$ cat config.mk
export PLATFORM = sky130hd
export DESIGN_NAME = stream_buffer_watermark_monitor_top
export DESIGN_NICKNAME = d
export VERILOG_FILES = /design/src/rtl/sbwm_pkg.sv /design/src/rtl/sbwm_in_reg.sv /design/src/rtl/sbwm_engine.sv /design/src/rtl/sbwm_out_reg.sv /design/src/rtl/stream_buffer_watermark_monitor_top.sv
export SDC_FILE = /design/constraint.sdc
export NUM_CORES = 1
export LEC_CHECK = 0
export BUFFER_PORTS_ARGS = -buffer_cell sky130_fd_sc_hd__buf_2
export CAP_MARGIN = 20
export CELL_PAD_IN_SITES_DETAIL_PLACEMENT = 1
export CELL_PAD_IN_SITES_GLOBAL_PLACEMENT = 2
export CORE_ASPECT_RATIO = 1.1
export CORE_UTILIZATION = 41
export CTS_CLUSTER_DIAMETER = 50
export DETAILED_ROUTE_END_ITERATION = 16
export GPL_ROUTABILITY_DRIVEN = 0
export PLACE_DENSITY_LB_ADDON = 0.2
export SETUP_SLACK_MARGIN = 0.1
export SLEW_MARGIN = 20
export SYNTH_ARGS = -nofsm -noshare
export SYNTH_HDL_FRONTEND = slang
export SYNTH_HIERARCHICAL = 1
export SYNTH_SLANG_ARGS = --single-unit
$ cat constraint.sdc
create_clock -name clk -period 11.5 [get_ports clk]
set_input_delay 0.575 -clock clk [delete_from_list [all_inputs] [get_ports clk]]
set_output_delay 0.575 -clock clk [all_outputs]
set_load 0.005 [all_outputs]
$ cat src/rtl/sbwm_pkg.sv
// Shared types and constants for the stream buffer watermark monitor.
`default_nettype none

package sbwm_pkg;

	// Buffer geometry
	localparam int BUFFER_BYTES = 12288;
	localparam int BLOCK_SHIFT  = 5;                    // 32-byte blocks
	localparam int LEVEL_W      = 14;
	localparam logic [LEVEL_W-1:0] BUF_FULL   = LEVEL_W'(BUFFER_BYTES);
	localparam logic [LEVEL_W-1:0] BUF_HALF   = LEVEL_W'(BUFFER_BYTES / 2);
	localparam logic [LEVEL_W-1:0] BUF_EIGHTH = LEVEL_W'(BUFFER_BYTES / 8);

	// Field widths
	localparam int LEN_W    = 14;
	localparam int BLK_W    = 8;
	localparam int TIMER_W  = 8;
	localparam int REG_W    = 7;
	localparam int WIN_W    = 7;
	localparam int TALLY_W  = 16;
	localparam int TOTAL_W  = 31;
	localparam int EST_W    = 16;
	localparam int IN_DATA_W  = 24;
	localparam int OUT_DATA_W = 96;

	// Averaged bandwidth: tally * block bytes * 8 bits, halved average stays below 2^BAND_W
	localparam int BAND_W    = TALLY_W + BLOCK_SHIFT + 3;
	// Divide by 800 = shift by 5, then multiply by ceil(2^24 / 25) and shift by 24
	localparam int DIV_SHIFT   = 5;
	localparam int DIV_IN_W    = BAND_W - DIV_SHIFT;
	localparam int RECIP_W     = 20;
	localparam int RECIP_SHIFT = 24;
	localparam logic [RECIP_W-1:0] RECIP_25 = RECIP_W'(671089);

	localparam logic [TALLY_W-1:0] TALLY_MAX = '1;
	localparam logic [TOTAL_W-1:0] TOTAL_MAX = '1;

	// Operation codes
	localparam logic OP_FILL = 1'b0;
	localparam logic OP_TICK = 1'b1;

	// Configuration register indexes
	localparam int REG_IDX_W = 1;
	localparam logic [REG_IDX_W-1:0] REG_IDLE_RELOAD = 1'd0;
	localparam logic [REG_IDX_W-1:0] REG_RATE_WINDOW = 1'd1;

	typedef struct packed {
		logic             operation;
		logic [LEN_W-1:0] fill_length;
		logic [BLK_W-1:0] decoder_blocks;
	} sbwm_item_t;

	typedef struct packed {
		logic               fill_accepted;
		logic               draining;
		logic [BLK_W-1:0]   blocks_sent;
		logic [LEVEL_W-1:0] fill_level;
		logic [TIMER_W-1:0] idle_timer;
		logic [TALLY_W-1:0] frames_last_window;
		logic [EST_W-1:0]   bandwidth_estimate;
		logic [TOTAL_W-1:0] total_bytes;
		logic               timed_out;
	} sbwm_result_t;

endpackage

`default_nettype wire

$ cat src/rtl/sbwm_in_reg.sv
// Input register stage: holds one request until the engine takes it.
`default_nettype none

module sbwm_in_reg (
	input  wire                          clk,
	input  wire                          arst_n,
	input  wire                          s_tvalid,
	output logic                         s_tready,
	input  wire [sbwm_pkg::IN_DATA_W-1:0] s_tdata,
	input  wire                          s_tuser,
	input  wire                          take,
	output logic                         valid_s1,
	output sbwm_pkg::sbwm_item_t         item_s1
);
	import sbwm_pkg::*;

	assign s_tready = !valid_s1 || take;

	always_ff @(posedge clk or negedge arst_n) begin
		if (!arst_n) begin
			valid_s1 <= 1'b0;
		end else if (s_tready) begin
			valid_s1 <= s_tvalid;
		end
	end

	always_ff @(posedge clk) begin
		if (s_tready && s_tvalid) begin
			item_s1.operation      <= s_tuser;
			item_s1.fill_length    <= s_tdata[LEN_W-1:0];
			item_s1.decoder_blocks <= s_tdata[LEN_W+BLK_W-1:LEN_W];
		end
	end

endmodule

`default_nettype wire

$ cat src/rtl/sbwm_engine.sv
// Buffer state, configuration registers and the per-request update logic.
`default_nettype none

module sbwm_engine (
	input  wire                              clk,
	input  wire                              arst_n,
	input  wire                              cfg_wr_en,
	input  wire [sbwm_pkg::REG_IDX_W-1:0]    cfg_index,
	input  wire [sbwm_pkg::REG_W-1:0]        cfg_data,
	input  wire                              fire,
	input  sbwm_pkg::sbwm_item_t             item,
	output sbwm_pkg::sbwm_result_t           res
);
	import sbwm_pkg::*;

	logic [REG_W-1:0]   reload_q;
	logic [REG_W-1:0]   rate_win_q;
	logic [LEVEL_W-1:0] level_q;
	logic               drain_q;
	logic [TIMER_W-1:0] timer_q;
	logic [WIN_W-1:0]   win_q;
	logic [TALLY_W-1:0] frame_tally_q;
	logic [TALLY_W-1:0] frames_snap_q;
	logic [TALLY_W-1:0] block_tally_q;
	logic [BAND_W-1:0]  band_q;
	logic [EST_W-1:0]   est_q;
	logic [TOTAL_W-1:0] total_q;

	logic [LEVEL_W-1:0] level_nx;
	logic               drain_nx;
	logic [TIMER_W-1:0] timer_nx;
	logic [WIN_W-1:0]   win_nx;
	logic [TALLY_W-1:0] frame_tally_nx;
	logic [TALLY_W-1:0] frames_snap_nx;
	logic [TALLY_W-1:0] block_tally_nx;
	logic [BAND_W-1:0]  band_nx;
	logic [EST_W-1:0]   est_nx;
	logic [TOTAL_W-1:0] total_nx;

	logic [LEVEL_W-1:0] free_bytes;
	logic               fits;
	logic [TOTAL_W:0]   total_sum;
	logic [WIN_W:0]     win_inc;
	logic               win_end;
	logic [BAND_W:0]    band_sum;
	logic [BAND_W-1:0]  band_new;
	logic [DIV_IN_W+RECIP_W-1:0] est_prod;
	logic               drain_mid;
	logic [LEVEL_W-BLOCK_SHIFT-1:0] avail;
	logic [BLK_W-1:0]   sent;
	logic [LEVEL_W-1:0] level_drained;
	logic [TALLY_W-1:0] tally_base;
	logic [TALLY_W:0]   tally_sum;
	logic               expire;

	// Fill path
	assign free_bytes = (level_q <= BUF_FULL) ? (BUF_FULL - level_q) : '0;
	assign fits       = item.fill_length <= free_bytes;
	assign total_sum  = {1'b0, total_q} + (TOTAL_W+1)'(item.fill_length);

	// Window end and averaged bandwidth
	assign win_inc  = {1'b0, win_q} + 1'b1;
	assign win_end  = win_inc >= {1'b0, rate_win_q};
	assign band_sum = {1'b0, band_q} + {1'b0, block_tally_q, {(BLOCK_SHIFT+3){1'b0}}};
	assign band_new = band_sum[BAND_W:1];
	assign est_prod = (DIV_IN_W+RECIP_W)'(band_new[BAND_W-1:DIV_SHIFT])
	                  * (DIV_IN_W+RECIP_W)'(RECIP_25);

	// Hysteresis is judged on the level before this tick's drain
	always_comb begin
		priority if (level_q > BUF_HALF) begin
			drain_mid = 1'b1;
		end else if (level_q < BUF_EIGHTH) begin
			drain_mid = 1'b0;
		end else begin
			drain_mid = drain_q;
		end
	end

	assign avail = level_q[LEVEL_W-1:BLOCK_SHIFT];
	always_comb begin
		if (!drain_mid) begin
			sent = '0;
		end else if ((LEVEL_W-BLOCK_SHIFT)'(item.decoder_blocks) < avail) begin
			sent = item.decoder_blocks;
		end else begin
			sent = BLK_W'(avail);
		end
	end
	assign level_drained = level_q - {LEVEL_W-BLK_W-BLOCK_SHIFT > 0 ? 1'b0 : 1'b0,
	                                  sent, {BLOCK_SHIFT{1'b0}}};

	assign tally_base = win_end ? '0 : block_tally_q;
	assign tally_sum  = {1'b0, tally_base} + (TALLY_W+1)'(sent);
	assign expire     = (timer_q == TIMER_W'(1)) && (sent == '0);

	always_comb begin
		level_nx       = level_q;
		drain_nx       = drain_q;
		timer_nx       = timer_q;
		win_nx         = win_q;
		frame_tally_nx = frame_tally_q;
		frames_snap_nx = frames_snap_q;
		block_tally_nx = block_tally_q;
		band_nx        = band_q;
		est_nx         = est_q;
		total_nx       = total_q;
		res            = '0;

		unique case (item.operation)
			OP_FILL: begin
				if (frame_tally_q != TALLY_MAX) begin
					frame_tally_nx = frame_tally_q + 1'b1;
				end
				if (fits) begin
					level_nx = level_q + item.fill_length;
					total_nx = total_sum[TOTAL_W] ? TOTAL_MAX : total_sum[TOTAL_W-1:0];
					timer_nx = TIMER_W'(reload_q);
				end
				res.fill_accepted = fits;
			end
			OP_TICK: begin
				if (win_end) begin
					win_nx         = '0;
					frames_snap_nx = frame_tally_q;
					frame_tally_nx = '0;
					band_nx        = band_new;
					est_nx         = EST_W'(est_prod >> RECIP_SHIFT);
				end else begin
					win_nx = win_inc[WIN_W-1:0];
				end
				drain_nx       = drain_mid;
				level_nx       = level_drained;
				block_tally_nx = tally_sum[TALLY_W] ? TALLY_MAX : tally_sum[TALLY_W-1:0];
				if (timer_q != '0) begin
					if (sent == '0) begin
						timer_nx = timer_q - 1'b1;
					end else if (timer_q <= TIMER_W'(reload_q)) begin
						timer_nx = timer_q + 1'b1;
					end
				end
				if (expire) begin
					drain_nx = 1'b0;
					level_nx = '0;
					total_nx = '0;
				end
				res.blocks_sent = sent;
				res.timed_out   = expire;
			end
			default: begin
			end
		endcase

		res.draining           = drain_nx;
		res.fill_level         = level_nx;
		res.idle_timer         = timer_nx;
		res.frames_last_window = frames_snap_nx;
		res.bandwidth_estimate = est_nx;
		res.total_bytes        = total_nx;
	end

	always_ff @(posedge clk or negedge arst_n) begin
		if (!arst_n) begin
			reload_q   <= REG_W'(100);
			rate_win_q <= REG_W'(100);
		end else if (cfg_wr_en) begin
			unique case (cfg_index)
				REG_IDLE_RELOAD: reload_q   <= cfg_data;
				REG_RATE_WINDOW: rate_win_q <= cfg_data;
				default: begin
				end
			endcase
		end
	end

	always_ff @(posedge clk or negedge arst_n) begin
		if (!arst_n) begin
			level_q       <= '0;
			drain_q       <= 1'b0;
			timer_q       <= '0;
			win_q         <= '0;
			frame_tally_q <= '0;
			frames_snap_q <= '0;
			block_tally_q <= '0;
			band_q        <= '0;
			est_q         <= '0;
			total_q       <= '0;
		end else if (fire) begin
			level_q       <= level_nx;
			drain_q       <= drain_nx;
			timer_q       <= timer_nx;
			win_q         <= win_nx;
			frame_tally_q <= frame_tally_nx;
			frames_snap_q <= frames_snap_nx;
			block_tally_q <= block_tally_nx;
			band_q        <= band_nx;
			est_q         <= est_nx;
			total_q       <= total_nx;
		end
	end

`ifndef SYNTHESIS
	a_level_bound: assert property (@(posedge clk) disable iff (!arst_n)
		level_q <= BUF_FULL)
		else $error("buffer level above capacity");

	a_timeout_empties: assert property (@(posedge clk) disable iff (!arst_n)
		fire && res.timed_out |=> level_q == '0 && !drain_q && total_q == '0)
		else $error("timeout did not empty the buffer");

	a_drain_within_level: assert property (@(posedge clk) disable iff (!arst_n)
		fire && item.operation == OP_TICK |->
			{1'b0, res.blocks_sent, {BLOCK_SHIFT{1'b0}}} <= {1'b0, level_q})
		else $error("drained more bytes than held");

	a_fill_reloads: assert property (@(posedge clk) disable iff (!arst_n)
		fire && item.operation == OP_FILL && res.fill_accepted |=>
			timer_q == TIMER_W'($past(reload_q)))
		else $error("accepted fill did not reload the idle timer");

	a_high_level_drains: assert property (@(posedge clk) disable iff (!arst_n)
		fire && item.operation == OP_TICK && !res.timed_out
			&& res.fill_level > BUF_HALF |=> drain_q)
		else $error("draining off above the high watermark");
`endif

endmodule

`default_nettype wire

$ cat src/rtl/sbwm_out_reg.sv
// Result register on the master side.
`default_nettype none

module sbwm_out_reg (
	input  wire                            clk,
	input  wire                            arst_n,
	input  wire                            fire,
	input  sbwm_pkg::sbwm_result_t         res,
	output logic                           take,
	output logic                           m_tvalid,
	input  wire                            m_tready,
	output logic [sbwm_pkg::OUT_DATA_W-1:0] m_tdata
);
	import sbwm_pkg::*;

	sbwm_result_t res_q;

	assign take = !m_tvalid || m_tready;

	always_ff @(posedge clk or negedge arst_n) begin
		if (!arst_n) begin
			m_tvalid <= 1'b0;
		end else if (take) begin
			m_tvalid <= fire;
		end
	end

	always_ff @(posedge clk) begin
		if (fire) begin
			res_q <= res;
		end
	end

	assign m_tdata = {res_q.timed_out,
	                  res_q.total_bytes,
	                  res_q.bandwidth_estimate,
	                  res_q.frames_last_window,
	                  res_q.idle_timer,
	                  res_q.fill_level,
	                  res_q.blocks_sent,
	                  res_q.draining,
	                  res_q.fill_accepted};

endmodule

`default_nettype wire

$ cat src/rtl/stream_buffer_watermark_monitor_top.sv
// Top level of the stream buffer watermark monitor.
//
// Channel  Dir  Contents
// s_*      in   request: tuser = operation (0 fill, 1 tick); tdata = fill_length, decoder_blocks
// m_*      out  one result per request, fields listed at m_tdata
// cfg_*    in   register write: 0 idle_reload_ticks, 1 rate_window_ticks
//
// One request a cycle unless m_tready stalls; each result is registered when the engine fires.
// The whole update is one pass through the engine between input and result registers.
// The bandwidth divide by 800 is a shift and one reciprocal multiply in that pass.
// A stall on m_tready holds the result; s_tready drops only when both stages are full.
// Reset clears the valid flags and all buffer state; both registers come up at 100.
`default_nettype none

module stream_buffer_watermark_monitor_top (
	input  wire         clk,
	input  wire         arst_n,
	input  wire         s_tvalid,
	output logic        s_tready,
	// [13:0] fill_length, [21:14] decoder_blocks, [23:22] zero
	input  wire  [23:0] s_tdata,
	// [0] operation
	input  wire         s_tuser,
	output logic        m_tvalid,
	input  wire         m_tready,
	// [0] fill_accepted, [1] draining, [9:2] blocks_sent, [23:10] fill_level,
	// [31:24] idle_timer, [47:32] frames_last_window, [63:48] bandwidth_estimate,
	// [94:64] total_bytes, [95] timed_out
	output logic [95:0] m_tdata,
	input  wire         cfg_wr_en,
	input  wire  [0:0]  cfg_index,
	input  wire  [6:0]  cfg_data
);
	import sbwm_pkg::*;

	logic         take;
	logic         valid_s1;
	logic         fire;
	sbwm_item_t   item_s1;
	sbwm_result_t res;

	assign fire = valid_s1 && take;

	sbwm_in_reg u_in (
		.clk      (clk),
		.arst_n   (arst_n),
		.s_tvalid (s_tvalid),
		.s_tready (s_tready),
		.s_tdata  (s_tdata),
		.s_tuser  (s_tuser),
		.take     (take),
		.valid_s1 (valid_s1),
		.item_s1  (item_s1)
	);

	sbwm_engine u_engine (
		.clk       (clk),
		.arst_n    (arst_n),
		.cfg_wr_en (cfg_wr_en),
		.cfg_index (cfg_index),
		.cfg_data  (cfg_data),
		.fire      (fire),
		.item      (item_s1),
		.res       (res)
	);

	sbwm_out_reg u_out (
		.clk      (clk),
		.arst_n   (arst_n),
		.fire     (fire),
		.res      (res),
		.take     (take),
		.m_tvalid (m_tvalid),
		.m_tready (m_tready),
		.m_tdata  (m_tdata)
	);

endmodule

`default_nettype wire

# --- After elaboration in Yosys (flattened, before gate mapping) ---
# Index checks and enable logic that the tools add are counted.
classes:
  bitwise: 2
  eq_ne: 4
  add_sub_neg: 10
  reduce_logical: 14
  n_mul: 1
  n_shift: 0
  magnitude_cmp: 7
  n_mux: 29
  div: 0
op_table:
  columns: ["operator", "count"]
  rows:
  - ["$mux W16", 8]
  - ["$mux W31", 3]
  - ["$pmux W31 S2", 1]
  - ["$mux W8", 6]
  - ["$mux W14", 3]
  - ["$mul A19 B20 Y39 const B", 1]
  - ["$add A31 B14 Y32", 1]
  - ["$pmux W16 S2", 1]
  - ["$pmux W14 S2", 1]
  - ["$add A24 B24 Y25", 1]
  - ["$add A16 B8 Y17", 1]
  - ["$add A16 B1 Y16 const B", 1]
  - ["$ne A16 B16 Y1 const B", 1]
  - ["$pmux W8 S2", 1]
  - ["$add A14 B14 Y14", 1]
  - ["$gt A14 B13 Y1 const B", 1]
  - ["$le A14 B14 Y1", 1]
  - ["$le A14 B14 Y1 const B", 1]
  - ["$lt A14 B11 Y1 const B", 1]
  - ["$sub A14 B13 Y14", 1]
  - ["$sub A14 B14 Y14 const A", 1]
  - ["$lt A8 B9 Y1", 1]
  - ["$add A7 B1 Y8 const B", 1]
  - ["$add A8 B1 Y8 const B", 1]
  - ["other kinds (15)", 27]
totals:
  mem_count: 0
  reg_bits: 284
  input_bits: 38
  mem_bits_ro: 0
  mem_bits_rw: 0
  elab_cells: 93
  latchBits: 0

# --- Longest topological paths before layout ---
logic_depth:
  depth_word: 8
  mapped_depth: 33
  depth_no_buf: 33

# --- By module ---
# The synthesis kept the hierarchy.
modules_own_cells:
  columns: ["module", "area_each_um2", "seq_area_each_um2", "n_inst", "cells_per_inst"]
  rows:
  - ["sbwm_engine", 18930.7, 3936.3, 1, 2185]
  - ["sbwm_out_reg", 2930.3, 2907.8, 1, 99]
  - ["sbwm_in_reg", 744.5, 715.7, 1, 27]
  - ["stream_buffer_watermark_monitor_top", 6.3, 0.0, 1, 1]

# --- Worst setup path before layout ---
# OpenSTA, ideal clock, no wires.
synth_timing:
  path_type: "reg2reg"
  start: "reg u_engine.block_tally_q[0]"
  end: "reg u_out.res_q (netlist bit u_out/m_tdata[59]), data pin"
  setup_time_ps: 260
  setup_slack_ps: 3263
  synth_period_minus_slack_ps: 8237
  n_path_buf: 0
  t_arrival_ps: 7977
  path_stages_with_launch: 34
  cell_sequence: "dfrtp_1 -> ha_1 -> inv_1 -> fa_1 -> nor2b_1 -> o21ai_0 -> a21oi_1 -> o22a_1 -> and3_1 -> o21ai_1 -> a21oi_1 -> a31oi_1 -> o21ai_0 -> fa_1 -> inv_1 -> fa_1 -> inv_1 -> fa_1 -> fa_1 -> fa_1 -> inv_1 -> fa_1 -> inv_1 -> ha_1 -> nand4_1 -> nor4_1 -> nand4_1 -> a311oi_1 -> nand2b_4 -> a21boi_4 -> o21ai_2 -> a31oi_1 -> xnor2_1 -> mux2_2"
synth_lines:
  columns: ["element", "line_no", "rtl"]
  rows:
  - ["from (decl)", "sbwm_engine.sv:24", "logic [TALLY_W-1:0] block_tally_q;"]
  - ["from (signal assigned)", "sbwm_engine.sv:195", "block_tally_q <= block_tally_nx;"]
  - ["to (signal assigned)", "sbwm_out_reg.sv:30", "res_q <= res;"]
  - ["to (decl)", "sbwm_out_reg.sv:16", "sbwm_result_t res_q;"]

==> results.sh <==
export IMPL_hold_viol=0
export IMPL_clkLatencyLatePin_ns=0.57
export IMPL_clk_pin_slew_ns=0.06
export IMPL_grt_use_total=0.2311
export IMPL_io_buffers=133
export IMPL_async_flop_share=0.5719
export IMPL_cts_resized=0
export IMPL_synth_warning_count=6
export IMPL_post_cts_buffers=0
export IMPL_yosysSeqAreaShare=0.3343
export IMPL_syn_avg_cell_area_um2=9.780
export IMPL_syn_inst=2312
export IMPL_critPathRequiredTime_ns=11.82
export IMPL_min_period_ns=9.232
export IMPL_vias_per_cell=5.376
export IMPL_fin_skew_ns=0.01686
export IMPL_synth_edff_count=119
export IMPL_hold_path_startpoint="s_tdata[15]"
export IMPL_reg2regPathDepth=32
export IMPL_drtIter0Drc=781
export IMPL_timing_final_max_slew_violations=0
export IMPL_cp_common_cell="fa_1"
export IMPL_dp_cells=3107
export IMPL_die_y_um=248.3
export IMPL_grt_start_max_net_pins=71
export IMPL_regToRegStartpoint="u_engine/block_tally_q[1]"
export IMPL_floorplan_io_pins=136
export IMPL_cts_sinks=278
export IMPL_critPathCaptureType="flip-flop"
export IMPL_h_tree_depth=2
export IMPL_drc=0
export IMPL_critical_path_reg2reg_endpoint="u_out/m_tdata[62]"
export IMPL_cts_tree="done"
export IMPL_post_place_ws_ns=2.211
export IMPL_synth_top_flop_cell="dfrtp_1"
export IMPL_cp_max_fo=6
export IMPL_syn_to_final_growth_pct=12.61
export IMPL_slowest_delay_ns=0.63
export IMPL_ys_ff_latch=278
export IMPL_diodes=0
export IMPL_crit_arrival_ns=9.55
export IMPL_holdBufCountCts=1
export IMPL_fmax_mhz=108.3
export IMPL_setup_viol=0
export IMPL_rows=89
export IMPL_relSlewSlack=0.3678
export IMPL_worstHoldEndpoint="u_in/item_s1[1]"
export IMPL_initial_core_util=0.4187
export IMPL_status="finished clean"
export IMPL_grt_overflow_total=0
export IMPL_tightest_slew_ns=0.9483
export IMPL_vias=17113
export IMPL_synth_distinct_cells=102
export IMPL_dieArea_um2=56090
export IMPL_num_nets_final=2852
export IMPL_drt_pass1_iter_count=5
export IMPL_rsz0062_at_grt="no"
export IMPL_maxCapViolCount=0
export IMPL_crit_type="reg2reg"
export IMPL_routed_wl_um=61710
export IMPL_crit_slowest_cell="fa_1"
export IMPL_worst_hold_path_num_cells=1
export IMPL_grt_antenna_before_repair=0
export IMPL_layout_setup_ws_ns=2.268
export IMPL_ant_nets=0
export IMPL_grt_pass1_wl_um=101900
export IMPL_stdcell_count=3183
export IMPL_cts_buffers=41
export IMPL_root_buffer="clkbuf_16"
export IMPL_wl_per_cell_um=19.39
export IMPL_period_share=0.8028
export IMPL_cts_max_path_buffers=3
export IMPL_fillCellCount=6073
export IMPL_drive_gt1_frac=0.1438
export IMPL_hold_class="in2reg"
export IMPL_tns_ns=0
export IMPL_die_width_um=225.9
export IMPL_dpl_hpwl_um=47250
export IMPL_startpoint_type="flip-flop"
export IMPL_ff2ff_setup_slack_ns=2.27
export IMPL_synth_nets=2741
export IMPL_core_area_um2=54010
export IMPL_grt_pass1_vias=18936
export IMPL_synth_area_um2=22610
[critical path, delay by kind of cell, from the launching register on]
family | cells | cell delay, ns
DFF | 1 | 0.40
buffers and inverters | 5 | 0.51
AOI/OAI and AO/OA | 10 | 2.32
and+or+nand+nor | 6 | 1.05
adders and majority gates | 8 | 3.89
muxes | 1 | 0.27
xor gates and xnor gates | 2 | 0.52
[Yosys cell counts, types with 9 or more instances]
cell type,n,area (µm²)
inv_1,323,1212
ha_1,260,3253
nand2_1,212,795.8
dfrtp_1,153,3829
fa_1,131,2623
a21oi_1,130,650.6
nor2_1,128,480.5
o21ai_0,125,625.6
edfxtp_1,119,3573
mux2_2,66,743.2
clkbuf_1,59,221.5
nand3_1,55,275.3
xnor2_1,48,420.4
xor2_1,43,376.6
nor3_1,30,150.1
a21o_1,29,217.7
and3_1,27,168.9
a31oi_1,25,156.4
nand4_1,23,143.9
mux2i_1,22,220.2
a22oi_1,18,135.1
and2_1,18,112.6
buf_2,17,85.08
nand2b_1,16,100.1
nor2b_1,15,93.84
o21ai_1,15,75.07
o21a_1,12,90.09
a211oi_1,9,67.56
nor4_1,9,56.30
or2_2,9,56.30
[through the flow]
stage	hold WS, ns	utilization	cell area, µm²
finish	0.1738	0.4714	25460
global route	0.1572	0.4714	25460
CTS	0.1440	0.4713	25450
detailed placement	0.4609	0.4443	23990
global placement	0.4524	0.4443	23990
floorplan	0.2794	-	22610
[worst max-delay path by stage]
| stage | startpoint | endpoint | depth (start not counted) |
|---|---|---|---|
| after CTS | u_engine/block_tally_q[1] | u_out/m_tdata[62] | 32 |
| after detailed placement | u_engine/block_tally_q[1] | u_out/m_tdata[62] | 32 |
| after global placement | u_engine/block_tally_q[1] | u_out/m_tdata[62] | 32 |
| after floorplan | u_engine/block_tally_q[0] | u_out/m_tdata[59] | 33 |
| after global routing | u_engine/block_tally_q[1] | u_out/m_tdata[62] | 32 |
| final | u_engine/block_tally_q[1] | u_out/m_tdata[62] | 32 |
[metal layers]
| layer | GRT usage | up-vias | part of all wire |
|---|---|---|---|
| li1 | - | 8181 | - |
| met1 | 0.2739 | 8659 | 0.42 |
| met2 | 0.4342 | 174 | 0.54 |
| met3 | 0.02182 | 99 | 0.020 |
| met4 | 0.07683 | 0 | 0.029 |
| met5 | 0 | - | 0 |
[logic make-up after synthesis]
group | Yosys count | synth area share
compound gates | 468 | 0.1326
xor+xnor | 91 | 0.03525
fa+ha+maj | 391 | 0.2598
buf+inv | 413 | 0.07061
flops | 278 | 0.3343
mux | 88 | 0.04261
simple gates | 583 | 0.1247
[state kept, by name, indices dropped and copies added, names as in the netlist, 8 cells and up]
signal / flops
u_engine/band_q: 18
u_engine/block_tally_q: 16
u_engine/est_q: 16
u_engine/frame_tally_q: 16
u_engine/frames_snap_q: 16
u_engine/level_q: 14
u_engine/timer_q: 8
u_engine/total_q: 31
u_in/item_s1: 23
u_out/m_tdata: 96
[cell type report]
type	instances	area [µm²]	area share
Clock inverter	31	401.6	0.01577
Tap cell	728	910.9	0.03577
Timing Repair Buffer	157	854.6	0.03356
Sequential cell	278	7560	0.2969
Multi-Input combinational cell	1621	13470	0.5291
Inverter	324	1216	0.04776
Clock buffer	44	1047	0.04113
[cell usage in the layout (no fill, tap or decap), types with 119 or more instances in the layout]
cell | Yosys | routed
inv_1 | 323 | 323
ha_1 | 260 | 260
nand2_1 | 212 | 211
dfrtp_1 | 153 | 153
buf_2 | 17 | 132
fa_1 | 131 | 131
a21oi_1 | 130 | 130
nor2_1 | 128 | 126
o21ai_0 | 125 | 125
edfxtp_1 | 119 | 119
Power is left out: the tool's default activity adds up to more than one toggle a clock period on the data nets, which glitch-free logic cannot reach.
